**config.mk**
```make
export PLATFORM = sky130hd
export DESIGN_NAME = nd_index_walker_unit
export DESIGN_NICKNAME = d
export VERILOG_FILES = /design/src/sv/ndiw_pkg.sv /design/src/sv/ndiw_cell.sv /design/src/sv/ndiw_pos_unit.sv /design/src/sv/nd_index_walker_unit.sv
export VERILOG_INCLUDE_DIRS = /design/src /design/src/sv
export SDC_FILE = /design/constraint.sdc
export NUM_CORES = 1
export LEC_CHECK = 0
export ABC_AREA = 1
export BUFFER_PORTS_ARGS = -buffer_cell sky130_fd_sc_hd__buf_2
export CORE_ASPECT_RATIO = 0.6
export CORE_MARGIN = 2
export CORE_UTILIZATION = 45
export CTS_CLUSTER_DIAMETER = 40
export DETAILED_ROUTE_END_ITERATION = 6
export PLACE_DENSITY = 0.73
export RECOVER_POWER = 50
export SYNTH_ARGS = -nofsm -noshare
export SYNTH_HDL_FRONTEND = slang
export SYNTH_SLANG_ARGS = --single-unit
```
**constraint.sdc**
```tcl
create_clock -name clk -period 16.7 [get_ports clk]
set_clock_uncertainty 0.2 [all_clocks]
set_input_delay 1.67 -clock clk [delete_from_list [all_inputs] [get_ports clk]]
set_output_delay 1.67 -clock clk [all_outputs]
set_load 0.01 [all_outputs]
```
**src/sv/nd_index_walker_unit_assert.svh**
```systemverilog
// Assertion macros of the nd index walker RTL.
// Needs clk and arst_n in the scope of the module that uses them.
`ifndef ND_INDEX_WALKER_UNIT_ASSERT_SVH
`define ND_INDEX_WALKER_UNIT_ASSERT_SVH

// Check a condition in the cycle after a trigger
`define NDIW_ASSERT_NEXT(label, pre, post, msg) \
	label: assert property (@(posedge clk) disable iff (!arst_n) (pre) |=> (post)) \
		else $error(msg);

// Check a condition in the same cycle as a trigger
`define NDIW_ASSERT_SAME(label, pre, post, msg) \
	label: assert property (@(posedge clk) disable iff (!arst_n) (pre) |-> (post)) \
		else $error(msg);

`endif

```
**src/sv/ndiw_pkg.sv**
```systemverilog
// Shared constants, codes and types of the nd index walker.
// No dependencies; used by every module of the block.
package ndiw_pkg;

	// Fixed field widths
	localparam int POS_BITS       = 48;
	localparam int SIZE_BITS      = 13;
	localparam int DIMC_BITS      = 3;
	localparam int NUM_SIZE_REGS  = 4;
	localparam int NUM_OUT_COORDS = 4;
	localparam int CFG_IDX_BITS   = 3;
	localparam int CFG_DATA_BITS  = 13;

	// Defaults of the top level parameters
	localparam int DEF_MAX_DIMS   = 4;
	localparam int DEF_COORD_BITS = 12;

	// Configuration register indexes
	localparam logic [CFG_IDX_BITS-1:0] REG_DIM_COUNT = 3'd0;
	localparam logic [CFG_IDX_BITS-1:0] REG_SIZE_0    = 3'd1;
	localparam logic [CFG_IDX_BITS-1:0] REG_SIZE_3    = 3'd4;

	// Request commands
	localparam logic CMD_SEEK    = 1'b0;
	localparam logic CMD_ADVANCE = 1'b1;

	// Cell operations
	localparam logic [1:0] CELL_HOLD  = 2'd0;
	localparam logic [1:0] CELL_CLEAR = 2'd1;
	localparam logic [1:0] CELL_SHIFT = 2'd2;
	localparam logic [1:0] CELL_STEP  = 2'd3;

	typedef struct packed {
		logic [1:0] op;
		logic       end_hit;
	} cell_ctrl_t;

	typedef struct packed {
		logic carry;
		logic in_range;
		logic border;
	} cell_stat_t;

	// Quotient bit stream between neighbouring cells
	typedef struct packed {
		logic vld;
		logic qbit;
	} link_t;

endpackage

```
**src/sv/ndiw_cell.sv**
```systemverilog
// One dimension of the walker: holds its coordinate, divides a bit stream by
// its extent during a seek and steps like an odometer digit. Uses ndiw_pkg.
module ndiw_cell #(
	parameter int COORD_BITS = ndiw_pkg::DEF_COORD_BITS
) (
	input  logic                   clk,
	input  logic                   arst_n,
	input  ndiw_pkg::cell_ctrl_t   ctrl,
	input  logic                   used,
	input  logic [COORD_BITS:0]    ext,
	input  ndiw_pkg::link_t        link_in,
	input  logic                   carry_in,
	output ndiw_pkg::link_t        link_out,
	output ndiw_pkg::cell_stat_t   stat,
	output logic [COORD_BITS-1:0]  coord_nxt
);
	import ndiw_pkg::*;

	logic [COORD_BITS-1:0] coord_q;
	logic [COORD_BITS:0]   coord_inc;
	logic [COORD_BITS:0]   nxt_inc;
	logic [COORD_BITS:0]   rem_t;
	logic [COORD_BITS:0]   rem_sub;
	logic                  at_max;
	logic                  rem_ge;
	link_t                 link_q;

	// One restoring division step and the odometer compare
	always_comb begin
		coord_inc = {1'b0, coord_q} + (COORD_BITS+1)'(1);
		at_max    = coord_inc >= ext;
		rem_t     = {coord_q, link_in.qbit};
		rem_ge    = rem_t >= ext;
		rem_sub   = rem_t - ext;
	end

	// Select the next coordinate
	always_comb begin
		case (ctrl.op)
			CELL_CLEAR: coord_nxt = '0;
			CELL_SHIFT: begin
				if (!link_in.vld)
					coord_nxt = coord_q;
				else if (rem_ge)
					coord_nxt = rem_sub[COORD_BITS-1:0];
				else
					coord_nxt = rem_t[COORD_BITS-1:0];
			end
			CELL_STEP: begin
				if (!used)
					coord_nxt = '0;
				else if (ctrl.end_hit || !carry_in)
					coord_nxt = coord_q;
				else if (at_max)
					coord_nxt = '0;
				else
					coord_nxt = coord_inc[COORD_BITS-1:0];
			end
			default: coord_nxt = coord_q;
		endcase
	end

	// Report carry, range and border
	always_comb begin
		nxt_inc        = {1'b0, coord_nxt} + (COORD_BITS+1)'(1);
		stat.carry     = carry_in & at_max;
		stat.in_range  = !used || (coord_inc <= ext);
		stat.border    = used && ((coord_nxt == '0) || (nxt_inc == ext));
	end

	// Hold the coordinate and pass the quotient bit on
	always_ff @(posedge clk or negedge arst_n) begin
		if (!arst_n) begin
			coord_q <= '0;
			link_q  <= '0;
		end else begin
			coord_q <= coord_nxt;
			if (ctrl.op == CELL_SHIFT) begin
				link_q.vld  <= link_in.vld;
				link_q.qbit <= rem_ge;
			end else begin
				link_q <= '0;
			end
		end
	end

	assign link_out = link_q;

endmodule

```
**src/sv/ndiw_pos_unit.sv**
```systemverilog
// Iterative linear position rebuild: Horner over the used dimensions with a
// shift-add multiply, one extent bit per cycle. Uses ndiw_pkg.
module ndiw_pos_unit #(
	parameter int MAX_DIMS   = ndiw_pkg::DEF_MAX_DIMS,
	parameter int COORD_BITS = ndiw_pkg::DEF_COORD_BITS,
	localparam int DIM_IW    = (MAX_DIMS > 1) ? $clog2(MAX_DIMS) : 1
) (
	input  logic                          clk,
	input  logic                          arst_n,
	input  logic                          start,
	input  logic [DIM_IW-1:0]             top_dim,
	input  logic [COORD_BITS-1:0]         coords [MAX_DIMS],
	input  logic [COORD_BITS:0]           exts [MAX_DIMS],
	output logic                          busy,
	output logic [ndiw_pkg::POS_BITS-1:0] pos
);
	import ndiw_pkg::*;

	localparam int BIT_IW = $clog2(COORD_BITS + 1);

	logic                  busy_q;
	logic                  mul_phase_q;
	logic [DIM_IW-1:0]     q_q;
	logic [BIT_IW-1:0]     bit_q;
	logic [POS_BITS-1:0]   acc_q;
	logic [POS_BITS-1:0]   mul_q;
	logic [COORD_BITS:0]   ext_sel;
	logic [COORD_BITS-1:0] coord_sel;

	// Read the dimension being folded in
	always_comb begin
		ext_sel   = exts[q_q];
		coord_sel = coords[q_q];
	end

	// Sequence add and multiply phases
	always_ff @(posedge clk or negedge arst_n) begin
		if (!arst_n) begin
			busy_q      <= 1'b0;
			mul_phase_q <= 1'b0;
			q_q         <= '0;
			bit_q       <= '0;
		end else if (start) begin
			busy_q      <= 1'b1;
			mul_phase_q <= 1'b0;
			q_q         <= top_dim;
		end else if (busy_q) begin
			if (!mul_phase_q) begin
				if (q_q == '0) begin
					busy_q <= 1'b0;
				end else begin
					q_q         <= q_q - DIM_IW'(1);
					mul_phase_q <= 1'b1;
					bit_q       <= BIT_IW'(COORD_BITS);
				end
			end else begin
				if (bit_q == '0)
					mul_phase_q <= 1'b0;
				else
					bit_q <= bit_q - BIT_IW'(1);
			end
		end
	end

	// Accumulate the position
	always_ff @(posedge clk) begin
		if (start) begin
			mul_q <= '0;
		end else if (busy_q) begin
			if (!mul_phase_q) begin
				acc_q <= mul_q + POS_BITS'(coord_sel);
				mul_q <= '0;
			end else begin
				mul_q <= {mul_q[POS_BITS-2:0], 1'b0} + (ext_sel[bit_q] ? acc_q : '0);
			end
		end
	end

	assign busy = busy_q;
	assign pos  = acc_q;

endmodule

```
**src/sv/nd_index_walker_unit.sv**
```systemverilog
// Top level of the nd index walker: configuration, control and result register.
// Depends on ndiw_pkg, ndiw_cell, ndiw_pos_unit and the assertion macro header.
// Advance with a consistent position: one request per cycle while the result is taken,
// result registered in the next cycle. Seek: a bit-serial division chain, then
// the shift-add position rebuild.
// Advance after a register write: position rebuild before the result. Reset: coordinates
// and position zero, one dimension of extent one, no result pending.
`include "nd_index_walker_unit_assert.svh"

module nd_index_walker_unit #(
	parameter int MAX_DIMS   = ndiw_pkg::DEF_MAX_DIMS,
	parameter int COORD_BITS = ndiw_pkg::DEF_COORD_BITS,
	localparam int OUT_W     =
		((ndiw_pkg::NUM_OUT_COORDS * COORD_BITS + ndiw_pkg::POS_BITS + 7) / 8) * 8
) (
	input  logic                               clk,
	input  logic                               arst_n,
	input  logic                               s_tvalid,
	output logic                               s_tready,
	input  logic [ndiw_pkg::POS_BITS-1:0]      s_tdata,   // seek_index
	input  logic [0:0]                         s_tuser,   // command
	output logic                               m_tvalid,
	input  logic                               m_tready,
	output logic [OUT_W-1:0]                   m_tdata,   // coord_0..coord_3, linear_pos
	output logic [1:0]                         m_tuser,   // at_end, on_border
	input  logic                               cfg_valid,
	output logic                               cfg_ready,
	input  logic [ndiw_pkg::CFG_IDX_BITS-1:0]  cfg_index,
	input  logic [ndiw_pkg::CFG_DATA_BITS-1:0] cfg_data
);
	import ndiw_pkg::*;

	localparam int DIM_IW    = (MAX_DIMS > 1) ? $clog2(MAX_DIMS) : 1;
	localparam int DCNT_W    = $clog2(MAX_DIMS + 1);
	localparam int SEEK_LAST = POS_BITS + MAX_DIMS - 2;
	localparam int CNT_W     = $clog2(SEEK_LAST + 1);
	localparam int CMP_W     = (SIZE_BITS > COORD_BITS + 1) ? SIZE_BITS : COORD_BITS + 1;
	localparam int SIDX_W    = $clog2(NUM_SIZE_REGS);

	localparam logic [1:0] ST_IDLE = 2'd0;
	localparam logic [1:0] ST_SEEK = 2'd1;
	localparam logic [1:0] ST_POS  = 2'd2;
	localparam logic [1:0] ST_DONE = 2'd3;

	logic [DIMC_BITS-1:0]  dim_count_q;
	logic [SIZE_BITS-1:0]  size_q [NUM_SIZE_REGS];
	logic [1:0]            state_q;
	logic [CNT_W-1:0]      cnt_q;
	logic [POS_BITS-1:0]   seek_q;
	logic                  end_q;
	logic                  clean_q;
	logic [POS_BITS-1:0]   pos_q;
	logic                  out_vld_q;
	logic [OUT_W-1:0]      out_data_q;
	logic [1:0]            out_user_q;

	logic [DCNT_W-1:0]     dims;
	logic [DIM_IW-1:0]     top_dim;
	logic                  used_a [MAX_DIMS];
	logic [COORD_BITS:0]   ext_a [MAX_DIMS];
	logic [COORD_BITS-1:0] coord_nxt_a [MAX_DIMS];
	logic [COORD_BITS-1:0] coord_out [NUM_OUT_COORDS];
	cell_stat_t            stat_a [MAX_DIMS];
	link_t                 link_a [MAX_DIMS+1];
	logic                  carry_a [MAX_DIMS+1];
	cell_ctrl_t            cell_ctrl;

	logic                  out_free;
	logic                  acc;
	logic                  is_adv;
	logic                  all_in;
	logic                  any_border;
	logic                  fast;
	logic                  end_all;
	logic                  pos_start;
	logic                  pos_busy;
	logic [POS_BITS-1:0]   pos_res;
	logic [POS_BITS-1:0]   pos_nxt;
	logic                  capture;
	logic [OUT_W-1:0]      out_data_nxt;
	logic [SIDX_W-1:0]     size_idx;

	// Clamp the dimension count
	always_comb begin
		if (dim_count_q == '0)
			dims = DCNT_W'(1);
		else if (int'(dim_count_q) > MAX_DIMS)
			dims = DCNT_W'(MAX_DIMS);
		else
			dims = DCNT_W'(dim_count_q);
		top_dim = DIM_IW'(dims - DCNT_W'(1));
	end

	// Effective extent of each dimension: one for unused ones or a zero size, capped at 2**COORD_BITS
	for (genvar q = 0; q < MAX_DIMS; q++) begin : g_ext
		assign used_a[q] = int'(dims) > q;
		if (q < NUM_SIZE_REGS) begin : g_reg
			logic [CMP_W-1:0] sz_w;
			logic [CMP_W-1:0] lim;
			always_comb begin
				sz_w = CMP_W'(size_q[q]);
				lim  = CMP_W'(1) << COORD_BITS;
				if (!used_a[q] || size_q[q] == '0)
					ext_a[q] = (COORD_BITS+1)'(1);
				else if (sz_w > lim)
					ext_a[q] = (COORD_BITS+1)'(lim);
				else
					ext_a[q] = (COORD_BITS+1)'(sz_w);
			end
		end else begin : g_fixed
			assign ext_a[q] = (COORD_BITS+1)'(1);
		end
	end

	// Handshake and command decode
	always_comb begin
		out_free = !out_vld_q || m_tready;
		s_tready = (state_q == ST_IDLE) && out_free;
		acc      = s_tvalid && s_tready;
		is_adv   = s_tuser[0] == CMD_ADVANCE;
		all_in   = 1'b1;
		any_border = 1'b0;
		for (int q = 0; q < MAX_DIMS; q++) begin
			all_in     = all_in && stat_a[q].in_range;
			any_border = any_border || stat_a[q].border;
		end
		end_all   = carry_a[MAX_DIMS];
		fast      = is_adv && clean_q && all_in;
		pos_start = (acc && is_adv && !fast)
			|| (state_q == ST_SEEK && cnt_q == CNT_W'(SEEK_LAST));
		capture   = (acc && fast) || (state_q == ST_DONE && out_free);
	end

	// Drive the cell row
	always_comb begin
		if (acc)
			cell_ctrl.op = is_adv ? CELL_STEP : CELL_CLEAR;
		else if (state_q == ST_SEEK)
			cell_ctrl.op = CELL_SHIFT;
		else
			cell_ctrl.op = CELL_HOLD;
		cell_ctrl.end_hit = end_all;
		link_a[0].vld     = (state_q == ST_SEEK) && (int'(cnt_q) < POS_BITS);
		link_a[0].qbit    = seek_q[POS_BITS-1];
		carry_a[0]        = 1'b1;
	end

	for (genvar q = 0; q < MAX_DIMS; q++) begin : g_cell
		ndiw_cell #(
			.COORD_BITS(COORD_BITS)
		) u_cell (
			.clk      (clk),
			.arst_n   (arst_n),
			.ctrl     (cell_ctrl),
			.used     (used_a[q]),
			.ext      (ext_a[q]),
			.link_in  (link_a[q]),
			.carry_in (carry_a[q]),
			.link_out (link_a[q+1]),
			.stat     (stat_a[q]),
			.coord_nxt(coord_nxt_a[q])
		);
		assign carry_a[q+1] = stat_a[q].carry;
	end

	ndiw_pos_unit #(
		.MAX_DIMS  (MAX_DIMS),
		.COORD_BITS(COORD_BITS)
	) u_pos (
		.clk    (clk),
		.arst_n (arst_n),
		.start  (pos_start),
		.top_dim(top_dim),
		.coords (coord_nxt_a),
		.exts   (ext_a),
		.busy   (pos_busy),
		.pos    (pos_res)
	);

	// Next linear position
	always_comb begin
		if (acc && fast && !end_all)
			pos_nxt = pos_q + POS_BITS'(1);
		else if (state_q == ST_POS && !pos_busy)
			pos_nxt = pos_res;
		else
			pos_nxt = pos_q;
	end

	// Coordinates beyond the row read as zero
	for (genvar k = 0; k < NUM_OUT_COORDS; k++) begin : g_out
		if (k < MAX_DIMS) begin : g_live
			assign coord_out[k] = coord_nxt_a[k];
		end else begin : g_zero
			assign coord_out[k] = '0;
		end
	end

	// Pack the result
	always_comb begin
		out_data_nxt = '0;
		for (int k = 0; k < NUM_OUT_COORDS; k++)
			out_data_nxt[k*COORD_BITS +: COORD_BITS] = coord_out[k];
		out_data_nxt[NUM_OUT_COORDS*COORD_BITS +: POS_BITS] = pos_nxt;
	end

	assign size_idx = SIDX_W'(cfg_index - REG_SIZE_0);

	// Configuration registers
	always_ff @(posedge clk or negedge arst_n) begin
		if (!arst_n) begin
			dim_count_q <= DIMC_BITS'(1);
			for (int q = 0; q < NUM_SIZE_REGS; q++)
				size_q[q] <= SIZE_BITS'(1);
		end else if (cfg_valid) begin
			if (cfg_index == REG_DIM_COUNT)
				dim_count_q <= cfg_data[DIMC_BITS-1:0];
			else if (cfg_index inside {[REG_SIZE_0:REG_SIZE_3]})
				size_q[size_idx] <= cfg_data[SIZE_BITS-1:0];
		end
	end

	// Sequence requests
	always_ff @(posedge clk or negedge arst_n) begin
		if (!arst_n) begin
			state_q <= ST_IDLE;
			cnt_q   <= '0;
			end_q   <= 1'b0;
			pos_q   <= '0;
		end else begin
			pos_q <= pos_nxt;
			case (state_q)
				ST_IDLE: begin
					if (acc && !is_adv) begin
						state_q <= ST_SEEK;
						cnt_q   <= '0;
						end_q   <= 1'b0;
					end else if (acc && !fast) begin
						state_q <= ST_POS;
						end_q   <= end_all;
					end
				end
				ST_SEEK: begin
					cnt_q <= cnt_q + CNT_W'(1);
					if (cnt_q == CNT_W'(SEEK_LAST))
						state_q <= ST_POS;
				end
				ST_POS: begin
					if (!pos_busy)
						state_q <= ST_DONE;
				end
				ST_DONE: begin
					if (out_free)
						state_q <= ST_IDLE;
				end
				default: state_q <= ST_IDLE;
			endcase
		end
	end

	// Drop the position shortcut on a register write, restore it after a rebuild
	always_ff @(posedge clk or negedge arst_n) begin
		if (!arst_n)
			clean_q <= 1'b1;
		else if (cfg_valid && cfg_ready)
			clean_q <= 1'b0;
		else if (state_q == ST_POS && !pos_busy)
			clean_q <= 1'b1;
	end

	// Shift the seek index out, top bit first
	always_ff @(posedge clk) begin
		if (acc && !is_adv)
			seek_q <= s_tdata;
		else if (state_q == ST_SEEK)
			seek_q <= {seek_q[POS_BITS-2:0], 1'b0};
	end

	// Result register
	always_ff @(posedge clk or negedge arst_n) begin
		if (!arst_n)
			out_vld_q <= 1'b0;
		else if (capture)
			out_vld_q <= 1'b1;
		else if (m_tready)
			out_vld_q <= 1'b0;
	end

	always_ff @(posedge clk) begin
		if (capture) begin
			out_data_q    <= out_data_nxt;
			out_user_q[0] <= (state_q == ST_DONE) ? end_q : end_all;
			out_user_q[1] <= any_border;
		end
	end

	assign m_tvalid  = out_vld_q;
	assign m_tdata   = out_data_q;
	assign m_tuser   = out_user_q;
	assign cfg_ready = 1'b1;

	`NDIW_ASSERT_NEXT(a_fast_step, acc && fast && !end_all, pos_q == $past(pos_q) + 1'b1, "fast advance did not step the position")
	`NDIW_ASSERT_NEXT(a_seek_len, state_q == ST_SEEK && cnt_q == CNT_W'(SEEK_LAST), state_q == ST_POS && pos_busy, "seek chain did not hand over to the position rebuild")
	`NDIW_ASSERT_SAME(a_pos_owner, pos_busy, state_q == ST_POS, "position unit busy outside its state")
	`NDIW_ASSERT_NEXT(a_seek_no_end, acc && !is_adv, !end_q && state_q == ST_SEEK, "seek request left the end flag set")

endmodule
```
-- Word level (Yosys, flattened, before mapping)
Cells that the tools add are included.
- bits in registers: 418
- add/sub/neg operators: 20
- eq/ne operators: 20
- bitwise operators: 8
- reduce and logical (&&, ||, !) cells: 83
- muxes and demuxes: 87
- magnitude comparators: 28
- operators by type and width (kind ; count):
    2-to-1 mux 48 bit ; 6
    2-to-1 mux 12 bit ; 22
    case mux 12 bit (3 select lines) ; 4
    2-to-1 mux 13 bit ; 11
    adder 12 x 1 -> 13 bit (second input constant) ; 8
    greater-or-equal comparator 13 bit ; 8
    bitwise mux 52 bit ; 1
    equality test 13 bit ; 4
    greater-than comparator 13 bit (second input constant) ; 4
    less-or-equal comparator 13 bit ; 4
    logical NOT 13 bit ; 4
    adder 48 x 1 -> 48 bit (second input constant) ; 1
    adder 48 x 12 -> 48 bit ; 1
    adder 48 bit ; 1
    logical NOT 12 bit ; 4
    subtractor 12 bit ; 4
    2-to-1 mux 2 bit ; 15
    binary-select mux 13 bit (select 2 bit) ; 1
    demux 13 bit (select 2 bit) ; 1
    binary-select mux 12 bit (select 2 bit) ; 1
    logical AND 1 bit ; 23
    logical OR 1 bit ; 21
    2-to-1 mux 1 bit ; 16
    logical NOT 1 bit ; 12
    34 further kinds ; 69

-- Longest topological paths before layout
- depth after elaboration: 22
- depth in mapped cells: 47
- gate-level depth less buffers: 46

-- By module
Synthesis repeated with hierarchy kept, for this count alone.
- cells, all modules: 5098
- area total of the unflattened synthesis: 34743.3 um^2
- by module, submodules not included (module ; area each (um^2) ; cells each ; instances ; sequential area each (um^2)):
    nd_index_walker_unit ; 12441.9 ; 1340 ; 1 ; 7244.4
    ndiw_pos_unit ; 9351.5 ; 1436 ; 1 ; 2602.5
    ndiw_cell (g_cell[2].u_cell ...) ; 3246.9 ; 577 ; 2 ; 350.3
    ndiw_cell (g_cell[1].u_cell) ; 3231.8 ; 573 ; 1 ; 350.3
    ndiw_cell (g_cell[0].u_cell) ; 3224.3 ; 595 ; 1 ; 350.3

-- Worst setup path before layout
Ideal clock, no wire load.
- kind: input to register
- from: in m_tready
- to: reg out_data_q[0] (netlist: m_tdata[0]), enable pin
- buffers on the path: 0
- required time: 15810 ps
- setup slack: 7089 ps
- data arrival time: 8721 ps
- setup time: 690 ps
- cell stages on the path: 4
- cell sequence: inv_1 nand2_1 inv_1 o21ai_0
- cells in the longest elaborated chain, start to end: 5
- elaborated cells between the ends (all ways): 6
- classes of those cells: 6 x reduce/logical
- ends and longest elaborated chain (item ; RTL line ; text):
    from (decl) ; nd_index_walker_unit.sv:23 ; input logic m_tready,
    logical OR 1 bit * ; nd_index_walker_unit.sv:117 ; out_free = !out_vld_q || m_tready;
    logical AND 1 bit ; nd_index_walker_unit.sv:118 ; s_tready = (state_q == ST_IDLE) && out_free;
    logical AND 1 bit ; nd_index_walker_unit.sv:119 ; acc = s_tvalid && s_tready;
    logical AND 1 bit ; nd_index_walker_unit.sv:131 ; capture = (acc && fast) || (state_q == ST_DONE && out_free);
    logical OR 1 bit * ; nd_index_walker_unit.sv:131 ;
    via capture ; nd_index_walker_unit.sv:79 ; logic capture;
    to (signal assigned) ; nd_index_walker_unit.sv:291 ; out_data_q <= out_data_nxt;
    to (decl) ; nd_index_walker_unit.sv:54 ; logic [OUT_W-1:0] out_data_q;
The timed path passes the listed nets; every way through them passes the cells marked *.
A chain may end at the register's enable or synchronous reset.

==> out/metrics.yaml <==
status: "finished, violations left"
failed_checks: "capacitance limit, slew limit"
cts_tree: "built"
antenna_cells: 0
ios: 171
power.leakage_nw: 16.15
worst_slack_ns: 5.913
route.vias.total: 30450
regToRegSetupSlack_ns: 5.91
start_kind: "flop"
power.switching_mw: 4.512
ys_seq_area_share_pct: 36.07
firstDrtPassIters: 6
nets: 4690
worst_slew_pin_slew_ns: 3.763
drt-total-wl_um: 106400
cts_root_buffer: "clkbuf_16"
antenna_left: 0
finalPower_mw: 8.510
syn2layout_area_growth_pct: 11.75
p_clk_share_pct: 15.5
clk_pin_slew_ns: 0.06
pwr-share-seq_pct: 24.0
cts_num_sinks: 418
drive_above_1_share_pct: 6.982
maxCapViolations: 11
h-tree-depth: 2
setup_violations: 0
critPathMaxFanout: 42
ys_types: 68
cp.arrival_ns: 10.99
placed_cell_area_um2: 32800
max_clock_freq_mhz: 92.70
synth.avg_cell_area_um2: 7.248
cts_made_buffers: 60
slowest_delay_ns: 1.94
post_cts_resized: 0
grt_max_degree: 95
finalHoldViolCount: 0
synth_edf_count: 194
combPwrFrac_pct: 60.5
final.setup.tns_ns: 0
synth-seq-cells: 418
drt_iter0_markers: 4149
synth_cells: 4283
initial_utilization_pct: 45.55
syn_nets: 4541
fp.dieH_um: 207.5
route.detailed.drc: 0
p_per_area_nw_per_um2: 245.3
max-clock-path-buffers: 3
grt_util_all_layers_pct: 29.18
p_sw_share_pct: 53.02
grt_setup_unrepaired: "false"
end_kind: "flop"
vias_per_cell: 5.644
post_drt_wl_per_cell_um: 19.72
grt-ovfl-total: 0
post_cts_buffers: 0
stdcell_area_um2: 34690
crit_slowest_cell: "clkbuf_1"
p_int_mw: 3.998
clkLatencyLatePin_ns: 0.66
die_x_um: 343.1
final_max_slew_viol_count: 512
mostFrequentLayoutCells: "nand2_1, inv_1, nor2_1"
min_period_ns: 10.79
io_buffers: 169
antenna_found_initial: 2
ys.flop_type: "edfxtp_1"
async_flop_share_pct: 42.11
grt_pass1_wl_um: 161000
worstSetupPathType: "reg2reg"
pre_cts_ws_ns: 8.160
period_share_pct: 64.59
ys_warn_count: 0
gp_congestion: 1.015
hpwl_um: 81890
die-area_um2: 71170
cts_hold_buffers: 0
fp.coreArea_um2: 68150
rows: 74
mostFrequentLayoutCell: "nand2_1"
ir_worst_vdd_v: 0.0001069
syn_area_um2: 31040
first_global_vias: 26760
hp-class: "reg2reg"
cp.required_ns: 16.90
slew_headroom_pct: -150.9
[worst max-delay path, delay by kind of cell, from the launching register on]
kind / cells / cell delay [ns]
XOR/XNOR: 1 / 0.16
flip-flops: 1 / 0.37
AND/OR/NAND/NOR: 10 / 1.70
buffers and inverters: 10 / 5.63
AO/OA/AOI/OAI: 9 / 1.69
adder cells (fa/ha/maj): 3 / 0.76
[layout make-up]
type	instances	area (um^2)
Sequential cell	418	11200
Clock buffer	72	1598
Inverter	623	2338
Tap cell	912	1141
Fill cell	6715	33450
Clock inverter	41	478.0
Timing Repair Buffer	197	888.4
Multi-Input combinational cell	3132	17050
[logic make-up (layout without fill, tap and decap cells)]
kind of cell | after synthesis | count (layout) | synth area share, %
compound gates | 742 | 742 | 13.67
fa+ha+maj | 188 | 188 | 7.722
simple gates | 2022 | 2022 | 28.31
other cells | 1 | 1 | 0.01208
flops | 418 | 418 | 36.07
xor+xnor | 178 | 178 | 5.066
buf+inv | 733 | 933 | 9.105
mux | 1 | 1 | 0.03627
[per-stage QoR]
step	std cells	hold slack [ns]	utilization, %
after floorplan	4283	0.2413	-
after global placement	5282	0.2528	48.14
after detailed placement	5282	0.2572	48.14
after CTS	5395	0.2663	51.18
after global routing	5395	0.2868	50.91
final	5395	0.2667	50.91
[state kept, by name (all words and copies together) (netlist names), 2 cells and up]
register                flops
m_tdata                    96
g_ext.g_reg.sz_w           52
g_cell.u_cell.coord_q      48
pos_q                      48
seek_q                     48
u_pos.mul_q                48
u_pos.pos                  48
cnt_q                       6
g_cell.u_cell.link_out      6
u_pos.bit_q                 4
dim_count_q                 3
m_tuser                     2
state_q                     2
u_pos.q_q                   2
[layer usage]
metal	global-route usage, %	vias up	share of wire (%)
li1	-	14520	-
met1	48.02	14070	48
met2	33.39	1741	34
met3	12.78	118	16
met4	5.075	0	1.5
met5	0	-	0
[cells in the mapped netlist (6+ instances only)]
cell      count  share of area [%]
ha_1        182                7.3
a21oi_1     276                4.4
dfrtp_1     170                 14
xnor2_1      47                1.3
nor3_1       69                1.1
nor4_1       25               0.50
o21ai_0     234                3.8
inv_1       605                7.3
o21a_1       10               0.24
o221ai_1     10               0.28
clkbuf_1     76               0.92
a21boi_0      6               0.15
clkinv_1      6              0.073
buf_4         6               0.15
a31oi_1      41               0.83
buf_2        18               0.29
edfxtp_1    194                 19
dfstp_2       6               0.51
nand3b_1     10               0.24
xor2_1      130                3.7
o211ai_1     40               0.97
nand2_2      17               0.34
or2_2        10               0.20
nor2_1      339                4.1
a221oi_1      9               0.25
o31ai_1      15               0.36
nand3_2      18               0.58
o22ai_1      28               0.56
inv_2        12               0.15
o21ai_1      24               0.39
a21oi_2       7               0.20
buf_1         6              0.073
nand3_1     319                5.1
nand2_1    1099                 13
dfxtp_1      48                3.1
nor2_2       20               0.40
nor2_4        9               0.33
fa_1          6               0.39
nand4_1      68                1.4
a21o_1       10               0.24
[power groups by stage]
stage	logic (mW)	registers [mW]	clock network, mW
2_1_floorplan	3.54	1.98	0
3_3_place_gp	4.91	2.03	0
3_5_place_dp	4.95	2.03	0
4_1_cts	4.98	2.02	1.34
5_1_grt	5.67	2.08	1.38
6_report	5.14	2.05	1.32
[worst paths after layout]
kind | startpoint | to | depth (start not counted)
hold / removal | clean_q | clean_q | 2
max in group asynchronous | arst_n | g_cell[0].u_cell.coord_q[7] | 3
min in group asynchronous | arst_n | pos_q[46] | 1
setup reg to reg | state_q[1] | u_pos.pos[46] | 33
hold reg to reg | clean_q | clean_q | 2
setup / recovery | state_q[1] | u_pos.pos[46] | 33
(Power assumes the default switching activity.)
